$ cat src/rtl/keyboard_matrix_port_unit_defines.svh
// ----------------------------------------------------------------------------
// keyboard_matrix_port_unit_defines.svh
// Assertion macros shared by the keyboard matrix port RTL.
// ----------------------------------------------------------------------------
`ifndef KEYBOARD_MATRIX_PORT_UNIT_DEFINES_SVH
`define KEYBOARD_MATRIX_PORT_UNIT_DEFINES_SVH

// Same-cycle implication, sampled on clk, off while rst_n is low.
`define KMP_ASSERT_NOW(label, ante, cons) \
  label: assert property (@(posedge clk) disable iff (!rst_n) (ante) |-> (cons)) \
    else $error("keyboard matrix port: same-cycle check failed");

// Next-cycle implication, sampled on clk, off while rst_n is low.
`define KMP_ASSERT_NEXT(label, ante, cons) \
  label: assert property (@(posedge clk) disable iff (!rst_n) (ante) |=> (cons)) \
    else $error("keyboard matrix port: next-cycle check failed");

`endif

$ cat src/rtl/kmp_pkg.sv
// ----------------------------------------------------------------------------
// kmp_pkg
// Types and constants for the keyboard matrix port.
// ----------------------------------------------------------------------------
package kmp_pkg;

  localparam int unsigned KM_ROWS   = 8;
  localparam int unsigned KM_COLS   = 5;
  localparam int unsigned ROW_W     = 3;
  localparam int unsigned COL_W     = 3;
  localparam int unsigned CODE_W    = 31;
  localparam int unsigned ADDR_W    = 16;
  localparam int unsigned DATA_W    = 8;

  localparam logic [DATA_W-1:0] BUS_IDLE = 8'hFF;

  // Modifier host codes; shift and control each have a left and a right code.
  localparam logic [CODE_W-1:0] KEY_LSHIFT = 31'h400000e1;
  localparam logic [CODE_W-1:0] KEY_RSHIFT = 31'h400000e5;
  localparam logic [CODE_W-1:0] KEY_LCTRL  = 31'h400000e0;
  localparam logic [CODE_W-1:0] KEY_RCTRL  = 31'h400000e4;

  typedef enum logic [1:0] {
    MODE_PRESS   = 2'd0,
    MODE_RELEASE = 2'd1,
    MODE_READ    = 2'd2,
    MODE_IGNORE  = 2'd3
  } kmp_mode_t;

  // One matrix bit update.
  typedef struct packed {
    logic             en;
    logic             set;
    logic [ROW_W-1:0] row;
    logic [COL_W-1:0] col;
  } kmp_upd_t;

endpackage

$ cat src/rtl/kmp_key_decode.sv
// ----------------------------------------------------------------------------
// kmp_key_decode
// Maps a host key code of a press/release event to a matrix bit update.
// ----------------------------------------------------------------------------
module kmp_key_decode
  import kmp_pkg::*;
(
  input  kmp_mode_t         mode,
  input  logic [CODE_W-1:0] host_code,
  output kmp_upd_t          upd
);

  logic             hit;
  logic [ROW_W-1:0] row;
  logic [COL_W-1:0] col;

  always_comb begin
    hit = 1'b1;
    row = '0;
    col = '0;
    case (host_code)
      KEY_LSHIFT, KEY_RSHIFT: begin row = 3'd0; col = 3'd0; end
      31'h7a: begin row = 3'd0; col = 3'd1; end  // z
      31'h78: begin row = 3'd0; col = 3'd2; end  // x
      31'h63: begin row = 3'd0; col = 3'd3; end  // c
      31'h76: begin row = 3'd0; col = 3'd4; end  // v
      31'h61: begin row = 3'd1; col = 3'd0; end  // a
      31'h73: begin row = 3'd1; col = 3'd1; end  // s
      31'h64: begin row = 3'd1; col = 3'd2; end  // d
      31'h66: begin row = 3'd1; col = 3'd3; end  // f
      31'h67: begin row = 3'd1; col = 3'd4; end  // g
      31'h71: begin row = 3'd2; col = 3'd0; end  // q
      31'h77: begin row = 3'd2; col = 3'd1; end  // w
      31'h65: begin row = 3'd2; col = 3'd2; end  // e
      31'h72: begin row = 3'd2; col = 3'd3; end  // r
      31'h74: begin row = 3'd2; col = 3'd4; end  // t
      31'h31: begin row = 3'd3; col = 3'd0; end  // 1
      31'h32: begin row = 3'd3; col = 3'd1; end  // 2
      31'h33: begin row = 3'd3; col = 3'd2; end  // 3
      31'h34: begin row = 3'd3; col = 3'd3; end  // 4
      31'h35: begin row = 3'd3; col = 3'd4; end  // 5
      31'h30: begin row = 3'd4; col = 3'd0; end  // 0
      31'h39: begin row = 3'd4; col = 3'd1; end  // 9
      31'h38: begin row = 3'd4; col = 3'd2; end  // 8
      31'h37: begin row = 3'd4; col = 3'd3; end  // 7
      31'h36: begin row = 3'd4; col = 3'd4; end  // 6
      31'h70: begin row = 3'd5; col = 3'd0; end  // p
      31'h6f: begin row = 3'd5; col = 3'd1; end  // o
      31'h69: begin row = 3'd5; col = 3'd2; end  // i
      31'h75: begin row = 3'd5; col = 3'd3; end  // u
      31'h79: begin row = 3'd5; col = 3'd4; end  // y
      31'h0d: begin row = 3'd6; col = 3'd0; end  // carriage return
      31'h6c: begin row = 3'd6; col = 3'd1; end  // l
      31'h6b: begin row = 3'd6; col = 3'd2; end  // k
      31'h6a: begin row = 3'd6; col = 3'd3; end  // j
      31'h68: begin row = 3'd6; col = 3'd4; end  // h
      31'h20: begin row = 3'd7; col = 3'd0; end  // space
      KEY_LCTRL, KEY_RCTRL: begin row = 3'd7; col = 3'd1; end
      31'h6d: begin row = 3'd7; col = 3'd2; end  // m
      31'h6e: begin row = 3'd7; col = 3'd3; end  // n
      31'h62: begin row = 3'd7; col = 3'd4; end  // b
      default: hit = 1'b0;
    endcase
  end

  always_comb begin
    upd.en  = hit && (mode == MODE_PRESS || mode == MODE_RELEASE);
    upd.set = (mode == MODE_PRESS);
    upd.row = row;
    upd.col = col;
  end

endmodule

$ cat src/rtl/kmp_matrix.sv
// ----------------------------------------------------------------------------
// kmp_matrix
// 8x5 key state flops with single-bit update and row-select read.
// ----------------------------------------------------------------------------
module kmp_matrix
  import kmp_pkg::*;
(
  input  logic              clk,
  input  logic              rst_n,
  input  kmp_upd_t          upd,
  input  logic [KM_ROWS-1:0] row_sel_n,
  output logic [DATA_W-1:0] rd_data
);

  logic [KM_COLS-1:0] rows_r   [KM_ROWS];
  logic [KM_COLS-1:0] rows_nxt [KM_ROWS];

  always_comb begin
    for (int r = 0; r < KM_ROWS; r++) begin
      rows_nxt[r] = rows_r[r];
    end
    if (upd.en) begin
      rows_nxt[upd.row][upd.col] = upd.set;
    end
  end

  always_ff @(posedge clk) begin
    if (!rst_n) begin
      for (int r = 0; r < KM_ROWS; r++) begin
        rows_r[r] <= '0;
      end
    end else begin
      for (int r = 0; r < KM_ROWS; r++) begin
        rows_r[r] <= rows_nxt[r];
      end
    end
  end

  // Held keys read low; unused top bits stay high.
  always_comb begin
    rd_data = BUS_IDLE;
    for (int r = 0; r < KM_ROWS; r++) begin
      if (!row_sel_n[r]) begin
        rd_data = rd_data & ~{{(DATA_W-KM_COLS){1'b0}}, rows_r[r]};
      end
    end
  end

endmodule

$ cat src/rtl/keyboard_matrix_port_unit.sv
// ----------------------------------------------------------------------------
// keyboard_matrix_port_unit
// Keyboard matrix with key press/release events and a port read channel.
// ----------------------------------------------------------------------------
// Usage:
//   Input channel (in_valid/in_ready) takes one transaction per cycle while
//   in_ready is high: in_mode selects press, release or port read;
//   in_host_code names the key for press/release; in_address is the port
//   address for reads. Press/release of a known key sets/clears one matrix
//   bit and gives no result; unknown codes and mode 3 are dropped.
//   A read gives one result transaction on out_valid/out_ready:
//   out_responded is 1 for an even address, and out_read_data is the AND
//   of the active-low rows selected by zeros in address bits 15..8.
//   An odd address returns out_responded = 0 with out_read_data = 0xFF.
// Timing: an accepted read passes the input register, then the result
//   register, where out_valid rises. Throughput: one transaction per cycle
//   while in_ready is high, set by the single pass through the decode and
//   matrix logic.
// Stall: while out_ready is low the result register holds; further
//   press/release transactions still drain, and a following read stops the
//   input register, which then drops in_ready.
// Reset: synchronous, active low; all keys released, both stages empty.
// ----------------------------------------------------------------------------
`include "keyboard_matrix_port_unit_defines.svh"

module keyboard_matrix_port_unit
  import kmp_pkg::*;
(
  input  logic              clk,
  input  logic              rst_n,
  input  logic              in_valid,
  output logic              in_ready,
  input  logic [1:0]        in_mode,
  input  logic [CODE_W-1:0] in_host_code,
  input  logic [ADDR_W-1:0] in_address,
  output logic              out_valid,
  input  logic              out_ready,
  output logic              out_responded,
  output logic [DATA_W-1:0] out_read_data
);

  // Input register stage
  logic              s1_valid_r, s1_valid_nxt;
  kmp_mode_t         s1_mode_r;
  logic [CODE_W-1:0] s1_code_r;
  logic [ADDR_W-1:0] s1_addr_r;

  // Result register stage
  logic              out_valid_r, out_valid_nxt;
  logic              out_resp_r;
  logic [DATA_W-1:0] out_data_r;

  logic              s1_is_read;
  logic              s1_adv;
  logic              in_acc;
  kmp_upd_t          upd;
  kmp_upd_t          upd_gated;
  logic [DATA_W-1:0] mtx_data;

  assign s1_is_read = (s1_mode_r == MODE_READ);
  assign s1_adv     = s1_valid_r && (!s1_is_read || !out_valid_r || out_ready);
  assign in_ready   = !s1_valid_r || s1_adv;
  assign in_acc     = in_valid && in_ready;

  always_comb begin
    s1_valid_nxt = s1_valid_r;
    if (in_acc) begin
      s1_valid_nxt = 1'b1;
    end else if (s1_adv) begin
      s1_valid_nxt = 1'b0;
    end
  end

  always_ff @(posedge clk) begin
    if (!rst_n) begin
      s1_valid_r <= 1'b0;
    end else begin
      s1_valid_r <= s1_valid_nxt;
    end
  end

  always_ff @(posedge clk) begin
    if (in_acc) begin
      s1_mode_r <= kmp_mode_t'(in_mode);
      s1_code_r <= in_host_code;
      s1_addr_r <= in_address;
    end
  end

  kmp_key_decode u_decode (
    .mode      (s1_mode_r),
    .host_code (s1_code_r),
    .upd       (upd)
  );

  always_comb begin
    upd_gated    = upd;
    upd_gated.en = upd.en && s1_adv;
  end

  kmp_matrix u_matrix (
    .clk       (clk),
    .rst_n     (rst_n),
    .upd       (upd_gated),
    .row_sel_n (s1_addr_r[ADDR_W-1 -: KM_ROWS]),
    .rd_data   (mtx_data)
  );

  always_comb begin
    out_valid_nxt = out_valid_r;
    if (s1_adv && s1_is_read) begin
      out_valid_nxt = 1'b1;
    end else if (out_ready) begin
      out_valid_nxt = 1'b0;
    end
  end

  always_ff @(posedge clk) begin
    if (!rst_n) begin
      out_valid_r <= 1'b0;
    end else begin
      out_valid_r <= out_valid_nxt;
    end
  end

  always_ff @(posedge clk) begin
    if (s1_adv && s1_is_read) begin
      out_resp_r <= !s1_addr_r[0];
      out_data_r <= s1_addr_r[0] ? BUS_IDLE : mtx_data;
    end
  end

  assign out_valid     = out_valid_r;
  assign out_responded = out_resp_r;
  assign out_read_data = out_data_r;

  `KMP_ASSERT_NOW(a_odd_reads_idle_bus, out_valid_r && !out_resp_r, out_data_r == BUS_IDLE)
  `KMP_ASSERT_NEXT(a_read_lands_in_result, s1_adv && s1_is_read, out_valid_r)
  `KMP_ASSERT_NOW(a_stall_only_on_blocked_read, !in_ready,
                  s1_valid_r && s1_is_read && out_valid_r && !out_ready)
  `KMP_ASSERT_NOW(a_no_update_on_read, upd_gated.en, !s1_is_read && s1_valid_r)

endmodule
$ cat config.mk
export PLATFORM = sky130hd
export DESIGN_NAME = keyboard_matrix_port_unit
export DESIGN_NICKNAME = d
export VERILOG_FILES = /design/src/rtl/kmp_pkg.sv /design/src/rtl/kmp_key_decode.sv /design/src/rtl/kmp_matrix.sv /design/src/rtl/keyboard_matrix_port_unit.sv
export VERILOG_INCLUDE_DIRS = /design/src /design/src/rtl
export SDC_FILE = /design/constraint.sdc
export NUM_CORES = 1
export LEC_CHECK = 0
export BUFFER_PORTS_ARGS = -buffer_cell sky130_fd_sc_hd__buf_2
export CORE_MARGIN = 5
export CORE_UTILIZATION = 40
export DETAILED_ROUTE_END_ITERATION = 8
export GPL_TIMING_DRIVEN = 0
export SLEW_MARGIN = 20
export SYNTH_ARGS = -nofsm -noshare
export SYNTH_HDL_FRONTEND = slang
export SYNTH_HIERARCHICAL = 1
export SYNTH_SLANG_ARGS = --single-unit
$ cat constraint.sdc
create_clock -name clk -period 7.6 [get_ports clk]
set_clock_uncertainty 0.2 [all_clocks]
set_input_delay 1.52 -clock clk [delete_from_list [all_inputs] [get_ports clk]]
set_output_delay 1.52 -clock clk [all_outputs]
set_load 0.01 [all_outputs]
# Word-level counts from Yosys, hierarchy flattened
# Memory sizes are Yosys's and may differ from the RTL's.
# Index checks and enable logic that the tools add are counted.
dict set report word_totals {
  ff_bits 60
  ramBits 40
  inputBits 53
  out_inout_bits 11
  word_cells 141
  mem_count 1
}
# name words width rd rd_ports_with_merged_regs wr line_no
set mem_list {}
lappend mem_list {u_matrix.rows_r 8 5 8 0 8 kmp_matrix.sv:15} ;# logic [KM_COLS-1:0] rows_r [KM_ROWS];
dict set report classes {
  magnitude_cmp 4
  eq_ne 44
  n_mux 31
  bitwise_logic 24
  reduce_logical 30
}
# op n
set op_table {}
lappend op_table {{$eq A31 B7 Y1 const B} 26}
lappend op_table {{$eq A31 B6 Y1 const B} 11}
lappend op_table {{$eq A31 B31 Y1 const B} 4}
lappend op_table {{$mux W8} 8}
lappend op_table {{$not A5 Y8} 8}
lappend op_table {{$and A8 B8 Y8} 7}
lappend op_table {{$mux W5} 9}
lappend op_table {{$reduce_or A42 Y1} 1}
lappend op_table {{$bwmux W40} 1}
lappend op_table {{$mux W40} 1}
lappend op_table {{$eq A31 B4 Y1 const B} 1}
lappend op_table {{$reduce_or A5 Y1} 6}
lappend op_table {{$reduce_or A8 Y1} 3}
lappend op_table {{$pmux W3 S7} 1}
lappend op_table {{$demux W5 S3} 1}
lappend op_table {{$pmux W3 S4} 1}
lappend op_table {{$reduce_or A9 Y1} 1}
lappend op_table {{$mux W1} 8}
lappend op_table {{$or A1 B1 Y1} 8}
lappend op_table {{$logic_and A1 B1 Y1} 7}
lappend op_table {{$reduce_or A6 Y1} 1}
lappend op_table {{$ge A4 B4 Y1 const B} 1}
lappend op_table {{$logic_not A1 Y1} 4}
lappend op_table {{$logic_or A1 B1 Y1} 4}
lappend op_table {{other kinds (9)} 10}

# Logic depth before layout (Yosys ltp)
# Gate-level depths: netlist of run 1.
dict set report logic_depth {
  ltp_word 16
  mapped_depth 15
  mapped_depth_nobuf 11
}

# Cells and area by module
# The synthesis of run 1 kept the hierarchy.
# module instances cells_per_inst area_each_um2 seq_area_each_um2
set modules_own_cells {}
lappend modules_own_cells {kmp_matrix 1 249 2107.0 800.8}
lappend modules_own_cells {keyboard_matrix_port_unit 1 73 1696.6 1571.5}
lappend modules_own_cells {kmp_key_decode 1 144 985.9 0.0}

# Least setup slack after synthesis of run 1
# OpenSTA, ideal clock, no wires.
dict set report synth_timing {
  path_kind {input-to-reg}
  start {in out_ready}
  end {reg s1_addr_r[0] (enable)}
  setup_time_ns 0.506
  arrival_time_ns 4.798
  t_required_ns 6.894
  path_slack_ns 2.096
  stages 2
  n_path_buf 0
  cell_sequence {and2b_1 > a21boi_0}
}
dict set report synth_between {
  elab_chain_len 4
}
# item line_no
set synth_rtl {}
lappend synth_rtl {{start: declaration} keyboard_matrix_port_unit.sv:37} ;# input logic out_ready,
lappend synth_rtl {{$logic_or A1 B1 Y1} keyboard_matrix_port_unit.sv:61} ;# assign s1_adv = s1_valid_r && (!s1_is_read || !out_valid_r || out_ready);
lappend synth_rtl {{$logic_and A1 B1 Y1} keyboard_matrix_port_unit.sv:61}
lappend synth_rtl {{$logic_or A1 B1 Y1} keyboard_matrix_port_unit.sv:62} ;# assign in_ready = !s1_valid_r || s1_adv;
lappend synth_rtl {{$logic_and A1 B1 Y1} keyboard_matrix_port_unit.sv:63} ;# assign in_acc = in_valid && in_ready;
lappend synth_rtl {{named net in_acc} keyboard_matrix_port_unit.sv:55} ;# logic in_acc;
lappend synth_rtl {{end signal: assignment} keyboard_matrix_port_unit.sv:86} ;# s1_addr_r <= in_address;
lappend synth_rtl {{end: declaration} keyboard_matrix_port_unit.sv:46} ;# logic [ADDR_W-1:0] s1_addr_r;
# The timed path passes the listed nets, and every way through them passes these cells.
# A chain may end at the register's enable or synchronous reset.

# Worst setup path after layout of run 1
dict set report layout_timing {
  start {in out_ready}
  end {out in_ready}
}
dict set report layout_between {
  elab_chain_len 3
}
# item line_no
set layout_rtl {}
lappend layout_rtl {{$logic_or A1 B1 Y1} keyboard_matrix_port_unit.sv:61}
lappend layout_rtl {{$logic_and A1 B1 Y1} keyboard_matrix_port_unit.sv:61}
lappend layout_rtl {{$logic_or A1 B1 Y1} keyboard_matrix_port_unit.sv:62}
lappend layout_rtl {{end: declaration} keyboard_matrix_port_unit.sv:32} ;# output logic in_ready,
# No other way between the ends.

==> impl_metrics.env, run 1 <==
export IMPL_num_rows=40
export IMPL_core_um2=11900
export IMPL_cts_buffers=9
export IMPL_synth_area_leaders="edfxtp_1, dfxtp_1, mux2i_1"
export IMPL_grt_remaining_overflow=0
export IMPL_clk_pin_slew_ns=0.06
export IMPL_critPathTopFamily="simple AND/OR/NAND/NOR gates"
export IMPL_crit_path_max_fanout=6
export IMPL_ctsHoldBuffers=0
export IMPL_setup_viol=0
export IMPL_synth_common_cells="edfxtp_1, nand2_1, inv_1, dfxtp_1, o22ai_1"
export IMPL_via_per_inst=5.44
export IMPL_synth_edff_count=51
export IMPL_grt_max_degree=21
export IMPL_required_ns=5.88
export IMPL_p_seq_share_pct=49.6
export IMPL_root_buffer="clkbuf_16"
export IMPL_drc=0
export IMPL_antenna_found_initial=0
export IMPL_diodes=0
export IMPL_cts_setup_buffers=0
export IMPL_cts_tree="yes"
export IMPL_intPower_uw=889
export IMPL_p_comb_share_pct=6.4
export IMPL_drt_first_pass_iters=4
export IMPL_die_w_um=119
export IMPL_synth_async_sr_flop_share_pct=0
export IMPL_clock_latency_ns=0.34
export IMPL_start_kind="input port"
export IMPL_area_delta_synth_final_pct=18.5
export IMPL_critPathSlowestCell="and2b_1"
export IMPL_fin_setup_tns_ns=0
export IMPL_drt_wirelength_per_cell_um=16.5
export IMPL_synth_top_area_share_pct=32.0
export IMPL_ys_seq_area_share_pct=49.5
export IMPL_first_global_vias=3659
export IMPL_path_cells="buf_2 > and2b_1 > nand2_1 > buf_2"
export IMPL_cp_end_kind="output port"
export IMPL_wl_mm=11.4
export IMPL_crit_top_cell="buf_2"
export IMPL_power_switching_uw=231
export IMPL_syn_area_per_cell_um2=10.3
export IMPL_p_sw_share_pct=20.6
export IMPL_initial_core_util_pct=40.4
export IMPL_synth_most_common_cell="edfxtp_1"
export IMPL_dieArea_um2=14300
export IMPL_synth_seq_cells=93
export IMPL_dpl_worst_slack_ns=3.71
export IMPL_hold_viol=0
export IMPL_synth_warning_count=6
export IMPL_outcome="finished, final reports clean"
export IMPL_synthCells=466
export IMPL_slowest_delay_ns=0.33
export IMPL_syn_area_um2=4790
export IMPL_die_h_um=119
export IMPL_min_path_type="reg2reg"
export IMPL_ir_worst_vdd_mv=0.148
export IMPL_cts_max_level=3
export IMPL_cts_sinks=93
export IMPL_power_per_cell_area_nw_per_um2=197
export IMPL_worst_pin_slew_ns=0.841
export IMPL_drive_above_1_share_pct=24.7
export IMPL_track_usage_pct=16.3
export IMPL_relSlewSlack_pct=43.2
export IMPL_final_max_slew_viol_count=0
export IMPL_cts_resized=0
export IMPL_grt_pass1_wl_mm=18.5
export IMPL_period_share_pct=51.1
export IMPL_dpl_hpwl_mm=8.48
export IMPL_synth_cell_types=77
export IMPL_pwr_share_clk_pct=44.0
export IMPL_ios=64
export IMPL_fin_crit_ns=3.88
export IMPL_arrival_ns=2.16
export IMPL_fmax_mhz=257
export IMPL_gp_congestion=0.903
export IMPL_crit_buf_inv=2
export IMPL_p_leak_uw=0.00204
export IMPL_setup_ws_ns=3.72
export IMPL_rsz0062_at_grt="no"
export IMPL_vias=3751
export IMPL_antenna_left=0
export IMPL_max_cap_violations=0
export IMPL_clk_path_buf_depth=2
export IMPL_io_buffers=56
export IMPL_synthFlopType="edfxtp_1"
export IMPL_drt_initial_drc_count=255
export IMPL_synth_top_area_cell="edfxtp_1"
export IMPL_nets=590
export IMPL_path_class="in2out"
[layer usage]
metal | wire [um] | part of all wire, % | global-route usage [%] | up-vias
li1 | - | - | - | 1872
met1 | 5240 | 46 | 21.4 | 1750
met2 | 5210 | 46 | 25.5 | 103
met3 | 578 | 5.1 | 3.70 | 26
met4 | 354 | 3.1 | 7.59 | 0
met5 | 0 | 0 | 0 | -
[state kept, by name, summed over array words and instances, names as in the netlist]
name             flops
out_read_data        8
out_responded        1
out_valid            1
s1_addr_r            9
s1_code_r           31
s1_mode_r            2
s1_valid_r           1
u_matrix/rows_r     40
[logic make-up (layout without fill, tap and decap cells)]
family	after synthesis	count (layout)	share of synthesized area [%]
xor gates and xnor gates	1	1	0.183
other	1	3	0.0783
muxes	22	22	4.60
AOI/OAI and AO/OA	110	110	17.7
buffers and inverters	80	154	8.07
DFF	93	93	49.5
and+or+nand+nor	159	159	19.8
[layout by cell type, fill, tap and decap left out, types with 4 or more instances in the layout]
| cell | n |
|---|---|
| nor4b_1 | 4 |
| o211ai_1 | 17 |
| inv_1 | 43 |
| clkbuf_8 | 4 |
| nor2b_1 | 5 |
| clkbuf_1 | 12 |
| nand4bb_1 | 4 |
| nand3b_1 | 7 |
| buf_4 | 11 |
| buf_2 | 65 |
| or2_2 | 9 |
| nor2_1 | 14 |
| dfxtp_1 | 42 |
| nor3b_1 | 5 |
| o22ai_1 | 23 |
| clkbuf_16 | 12 |
| nand3_1 | 9 |
| mux2i_1 | 22 |
| o211ai_2 | 5 |
| edfxtp_1 | 51 |
| nor4_1 | 12 |
| o21ai_0 | 7 |
| nand2b_1 | 6 |
| nand2_1 | 49 |
| o31ai_1 | 17 |
| nor3_1 | 4 |
| a22oi_1 | 4 |
| a21oi_1 | 5 |
[worst min-delay path, cell delays in order (launching register included)]
cell and delay, ns:
dfxtp_1 0.31, nand2_1 0.05, mux2i_1 0.06
[cell type report]
type	count	area, um2
fill	1077	6180
clock buffer	16	349
buffer	37	225
multi-input combinational	295	2050
sequential	93	2370
tap	147	184
inverter	43	161
timing repair buffer	58	335
[metrics by stage]
| step | cell area (um2) | power, uW | util, % | std cells | hold slack (ns) |
|---|---|---|---|---|---|
| 2_1_floorplan | 4800 | 607 | - | 468 | 0.235 |
| 3_3_place_gp | 5260 | 636 | 44.4 | 671 | 0.246 |
| 3_5_place_dp | 5330 | 638 | 44.9 | 673 | 0.252 |
| 4_1_cts | 5680 | 1130 | 47.9 | 689 | 0.261 |
| 5_1_grt | 5680 | 1160 | 47.9 | 689 | 0.282 |
| 6_report | 5680 | 1120 | 47.9 | 689 | 0.263 |
[path summary, 6_finish.rpt]
| path | startpoint | end | slack (ns) | cells after the start |
|---|---|---|---|---|
| hold / removal | u_matrix/rows_r[1][0] | u_matrix/rows_r[1][0] | 0.26 | 2 |
| hold reg to reg | u_matrix/rows_r[1][0] | u_matrix/rows_r[1][0] | 0.26 | 2 |
| setup / recovery | out_ready | in_ready | 3.72 | 4 |
| setup reg to reg | s1_code_r[7] | u_matrix/rows_r[1][15] | 3.75 | 14 |
[power by group through the flow]
stage	Combinational [uW]	Sequential, uW	Clock, uW
2_1_floorplan	42.3	564	0
3_3_place_gp	67.2	568	0
3_5_place_dp	71.0	567	0
4_1_cts	71.2	556	506
5_1_grt	78.3	557	524
6_report	71.4	556	493
(Power assumes the default switching activity.)
==> inputs of run 2 (changes only) <==
==> constraint.sdc (replaced) <==
create_clock -name clk -period 3.3 [get_ports clk]
set_clock_uncertainty 0.2 [all_clocks]
set_input_delay 0.66 -clock clk [delete_from_list [all_inputs] [get_ports clk]]
set_output_delay 0.66 -clock clk [all_outputs]
set_load 0.01 [all_outputs]
==> run 2 against run 1 <==
Net effect:
- the run now ends with setup timing left
- critical path type is now reg2reg
- register-to-register slack lost 3.8 ns
- die area is the same
- sequential power grew 130%
- via count grew 0.21%
- critical path depth grew 9
- worst setup slack lost 3.8 ns
- largest power group unchanged
==> impl_metrics.env, run 2 (synthesized netlist as in run 1, its figures left out) <==
export IMPL_wl_mm=12.1
export IMPL_track_usage_pct=17.1
export IMPL_area_delta_synth_final_pct=23.4
export IMPL_drt_wirelength_per_cell_um=17.2
export IMPL_dpl_worst_slack_ns=-0.530
export IMPL_dieArea_um2=14300
export IMPL_power_switching_uw=553
export IMPL_diodes=0
export IMPL_initial_core_util_pct=40.4
export IMPL_required_ns=3.30
export IMPL_drc=0
export IMPL_clock_latency_ns=0.34
export IMPL_violations="setup timing"
export IMPL_relSlewSlack_pct=47.0
export IMPL_final_cell_mix="buf_2, edfxtp_1, inv_1, nand2_1, dfxtp_1"
export IMPL_fmax_mhz=296
export IMPL_cts_max_level=3
export IMPL_p_sw_share_pct=23.0
export IMPL_via_per_inst=5.37
export IMPL_rsz0062_at_grt="yes"
export IMPL_dpl_hpwl_mm=8.74
export IMPL_root_buffer="clkbuf_16"
export IMPL_clk_pin_slew_ns=0.06
export IMPL_pwr_share_clk_pct=38.9
export IMPL_drive_above_1_share_pct=32.0
export IMPL_die_h_um=119
export IMPL_vias=3759
export IMPL_setup_viol=3
export IMPL_hold_viol=0
export IMPL_placedCellCount=673
export IMPL_postLayoutCoreUtil_pct=49.8
export IMPL_largest_reg_flops=40
export IMPL_fin_setup_tns_ns=-0.212
export IMPL_drt_initial_drc_count=252
export IMPL_p_leak_uw=0.00210
export IMPL_gp_congestion=0.897
export IMPL_min_path_type="reg2reg"
export IMPL_regArea_um2=2370
export IMPL_io_buffers=56
export IMPL_fin_area_um2=5910
export IMPL_ir_worst_vdd_mv=0.237
export IMPL_grt_remaining_overflow=0
export IMPL_cp_end_kind="flip-flop"
export IMPL_period_share_pct=102
export IMPL_cts_buffers=9
export IMPL_layout_commonest_cell="buf_2"
export IMPL_startpoint="s1_code_r[5]"
export IMPL_clk_path_buf_depth=2
export IMPL_ios=64
export IMPL_final_max_slew_viol_count=0
export IMPL_crit_path_max_fanout=10
export IMPL_nets=601
export IMPL_multiInputGateArea_um2=2260
export IMPL_core_um2=11900
export IMPL_reg_largest_list="u_matrix/rows_r: 40 flops, s1_code_r: 31 flops, s1_addr_r: 9 flops"
export IMPL_antenna_left=0
export IMPL_final_cell_count_no_fill=700
export IMPL_cts_sinks=93
export IMPL_dpl_cell_area_um2=5330
export IMPL_ctsHoldBuffers=0
export IMPL_first_global_vias=3800
export IMPL_power_per_cell_area_nw_per_um2=406
export IMPL_die_w_um=119
export IMPL_path_class="reg2reg"
export IMPL_p_comb_share_pct=7.8
export IMPL_grt_pass1_wl_mm=19.6
export IMPL_num_rows=40
export IMPL_drt_first_pass_iters=4
export IMPL_fin_crit_ns=3.38
export IMPL_arrival_ns=3.38
export IMPL_hold_start="u_matrix/rows_r[0][1]"
export IMPL_setup_ws_ns=-0.0820
export IMPL_largest_register="u_matrix/rows_r"
export IMPL_antenna_found_initial=0
export IMPL_worst_pin_slew_ns=0.794
export IMPL_intPower_uw=1850
export IMPL_max_cap_violations=0
export IMPL_n_fill_cell=1082
export IMPL_start_kind="flip-flop"
export IMPL_r2r_start="s1_code_r[5]"
export IMPL_outcome="complete, but fails checks"
export IMPL_p_seq_share_pct=53.3
export IMPL_grt_max_degree=21
export IMPL_cts_tree="yes"
==> run 2: repair_timing <==
item | 4_1_cts | 5_1_grt
buffers inserted | 9 | 5
pin swaps | 7 | 4
cloned | 1 | 0
resized for setup | 24 | 23
endpoints found under the setup margin | 40 | 39
==> run 2: metal layers <==
metal	vias up	wire (um)	GRT usage [%]
met4	0	403	7.59
li1	1891	-	-
met3	27	402	2.61
met5	-	0	0
met2	95	5730	28.1
met1	1746	5530	22.3
==> run 2: worst paths after layout <==
check / end / slack, ns / cells past startpoint
setup / recovery: u_matrix/rows_r[0][6] / -0.08 / 13
hold reg to reg: u_matrix/rows_r[0][1] / 0.27 / 2
hold / removal: u_matrix/rows_r[0][1] / 0.27 / 2
setup reg to reg: u_matrix/rows_r[0][6] / -0.08 / 13
==> run 2: power by group through the flow <==
stage	clock, uW	combinational [uW]	sequential [uW]
2_1_floorplan	0	97.9	1300
3_3_place_gp	0	155	1310
3_5_place_dp	0	165	1310
4_1_cts	967	181	1280
5_1_grt	1020	204	1280
6_report	933	188	1280
==> run 2: cell type report <==
class	count	area share, %
Timing Repair Buffer	73	7.64
Clock buffer	10	3.87
Tap cell	147	3.11
Sequential cell	93	40.1
Clock inverter	6	0.656
Inverter	43	2.73
Multi-Input combinational cell	295	38.3
Buffer	33	3.56
==> run 2: per-stage QoR <==
stage          hold slack (ns)  total power [uW]
3_3_place_gp             0.246              1460
2_1_floorplan            0.235              1400
6_report                 0.266              2400
4_1_cts                  0.270              2430
3_5_place_dp             0.252              1470
5_1_grt                  0.274              2500
==> run 2: critical path, stage by stage (launching register included) <==
cell and delay, ns:
edfxtp_1 0.38, buf_4 0.13, buf_4 0.11, nor2b_1 0.13, buf_4 0.17, nand3b_1 0.13, o311ai_1 0.35, nor2_1 0.13
a21boi_1 0.16, a41o_1 0.26, buf_2 0.29, nor4bb_2 0.51, nand2_1 0.14, mux2i_1 0.15
==> inputs of run 3 (changes only) <==
--- a/config.mk
+++ b/config.mk
@@ -11,6 +11,7 @@
 export CORE_UTILIZATION = 40
 export DETAILED_ROUTE_END_ITERATION = 8
 export GPL_TIMING_DRIVEN = 0
+export SKIP_LAST_GASP = 1
 export SLEW_MARGIN = 20
 export SYNTH_ARGS = -nofsm -noshare
 export SYNTH_HDL_FRONTEND = slang
==> run 3 against run 2 <==
Net effect:
- the flow still finishes with violations (setup timing)
- cell area did not move
- sequential power is essentially flat
- sequential share of layout area stayed put
- cell count stayed put
- utilization stayed put
- critical path type unchanged
- critical endpoint unchanged
- largest power group unchanged
==> impl_metrics.env, run 3 (synthesized netlist as in run 1, its figures left out) <==
export IMPL_relSlewSlack_pct=47.4
export IMPL_drive_above_1_share_pct=32.0
export IMPL_max_cap_violations=0
export IMPL_drc=0
export IMPL_cts_sinks=93
export IMPL_fin_crit_ns=3.38
export IMPL_fmax_mhz=296
export IMPL_largest_register="u_matrix/rows_r"
export IMPL_via_per_inst=5.36
export IMPL_antenna_left=0
export IMPL_r2r_cells=13
export IMPL_clock_latency_ns=0.34
export IMPL_gp_congestion=0.897
export IMPL_drt_wirelength_per_cell_um=17.2
export IMPL_required_ns=3.30
export IMPL_outcome="complete, but fails checks"
export IMPL_grt_pass1_wl_mm=19.6
export IMPL_track_usage_pct=17.1
export IMPL_r2r_end="u_matrix/rows_r[0][6]"
export IMPL_final_max_slew_viol_count=0
export IMPL_path_class="reg2reg"
export IMPL_antenna_found_initial=0
export IMPL_hold_viol=0
export IMPL_largest_reg_flops=40
export IMPL_worst_pin_slew_ns=0.787
export IMPL_wl_mm=12.0
export IMPL_vias=3751
export IMPL_die_h_um=119
export IMPL_violations="setup timing"
export IMPL_min_path_type="reg2reg"
export IMPL_drt_first_pass_iters=4
export IMPL_core_um2=11900
export IMPL_area_delta_synth_final_pct=23.4
export IMPL_hold_start="u_matrix/rows_r[0][1]"
export IMPL_final_cell_mix="buf_2, edfxtp_1, inv_1, nand2_1, dfxtp_1"
export IMPL_grt_max_degree=21
export IMPL_rsz0062_at_grt="yes"
export IMPL_dpl_worst_slack_ns=-0.530
export IMPL_holdPathStages=2
export IMPL_nets=601
export IMPL_grt_remaining_overflow=0
export IMPL_start_kind="flip-flop"
export IMPL_cp_end_kind="flip-flop"
export IMPL_initial_core_util_pct=40.4
export IMPL_first_global_vias=3801
export IMPL_drt_initial_drc_count=246
export IMPL_setup_ws_ns=-0.0780
export IMPL_dpl_cell_area_um2=5330
export IMPL_clk_path_buf_depth=2
export IMPL_arrival_ns=3.38
export IMPL_clk_pin_slew_ns=0.06
export IMPL_num_rows=40
export IMPL_period_share_pct=102
export IMPL_r2r_start="s1_code_r[5]"
export IMPL_root_buffer="clkbuf_16"
export IMPL_cts_buffers=9
export IMPL_fin_setup_tns_ns=-0.211
export IMPL_io_buffers=56
export IMPL_fin_area_um2=5910
export IMPL_dieArea_um2=14300
export IMPL_die_w_um=119
export IMPL_ios=64
export IMPL_cts_tree="yes"
export IMPL_crit_path_max_fanout=10
export IMPL_ir_worst_vdd_mv=0.237
export IMPL_reg_largest_list="u_matrix/rows_r: 40 flops, s1_code_r: 31 flops, s1_addr_r: 9 flops"
export IMPL_power_per_cell_area_nw_per_um2=406
export IMPL_dpl_hpwl_mm=8.74
export IMPL_reg2reg_slack_ns=-0.08
export IMPL_diodes=0
export IMPL_setup_viol=4
export IMPL_cts_max_level=3
export IMPL_whs_endpoint="u_matrix/rows_r[0][1]"
export IMPL_layout_commonest_cell="buf_2"
export IMPL_p_leak_uw=0.00210
run 3: cell counts in the layout (fill, tap and decap cells not counted):
No cell type changed its count.
run 3: layer usage:
metal / track usage [%] / wire length, um / vias up
met5: 0 / 0 / -
met4: 7.59 / 384 / 0
met3: 2.61 / 386 / 24
met2: 28.1 / 5760 / 85
met1: 22.4 / 5510 / 1750
li1: - / - / 1892
run 3: cell type report:
class,instances,area (um2)
clock inverters,6,38.8
flip-flops and latches,93,2370
repair buffers,73,452
well taps,147,184
multi-input cells,295,2260
clock buffers,10,229
plain buffers,33,210
fillers,1082,5950
inverters,43,161
run 3: stage by stage:
step	util, %	power [uW]	hold WS [ns]	std cells
detailed placement	44.9	1470	0.252	673
global placement	44.4	1460	0.246	671
global route	49.8	2500	0.274	700
finish	49.8	2400	0.266	700
CTS	48.7	2430	0.270	697
floorplan	-	1400	0.235	468
run 3: worst max-delay path by stage:
stage	from	end	slack (ns)	cells past startpoint
3_3_place_gp	s1_code_r[2]	u_matrix/rows_r[1][15]	-0.55	13
3_5_place_dp	s1_code_r[12]	u_matrix/rows_r[0][15]	-0.53	12
2_1_floorplan	s1_code_r[5]	u_matrix/rows_r[0][15]	0.12	13
5_1_grt	s1_code_r[5]	u_matrix/rows_r[0][6]	-0.22	13
6_report	s1_code_r[5]	u_matrix/rows_r[0][6]	-0.08	13
4_1_cts	s1_code_r[6]	u_matrix/rows_r[0][15]	-0.03	13
run 3: power breakdown:
group / leakage [uW] / internal, uW / switching, uW
registers: 0.000814 / 1260 / 22.9
logic: 0.00117 / 83.2 / 104
clock network: 0.000125 / 508 / 425
total: 0.00210 / 1850 / 552
run 3: critical path, stage by stage, from the launching register on:
cell	delay, ns
edfxtp_1	0.38
buf_4	0.13
buf_4	0.11
nor2b_1	0.13
buf_4	0.17
nand3b_1	0.13
o311ai_1	0.36
nor2_1	0.13
a21boi_1	0.16
a41o_1	0.26
buf_2	0.29
nor4bb_2	0.51
nand2_1	0.13
mux2i_1	0.15
run 3: repair_timing:
action                     4_1_cts  5_1_grt
setup endpoints to repair       40       39
gates resized for setup         23       24
setup buffers                    9        5
pin swaps                        6        5
gates cloned                     1        0
hold buffers                     0        0
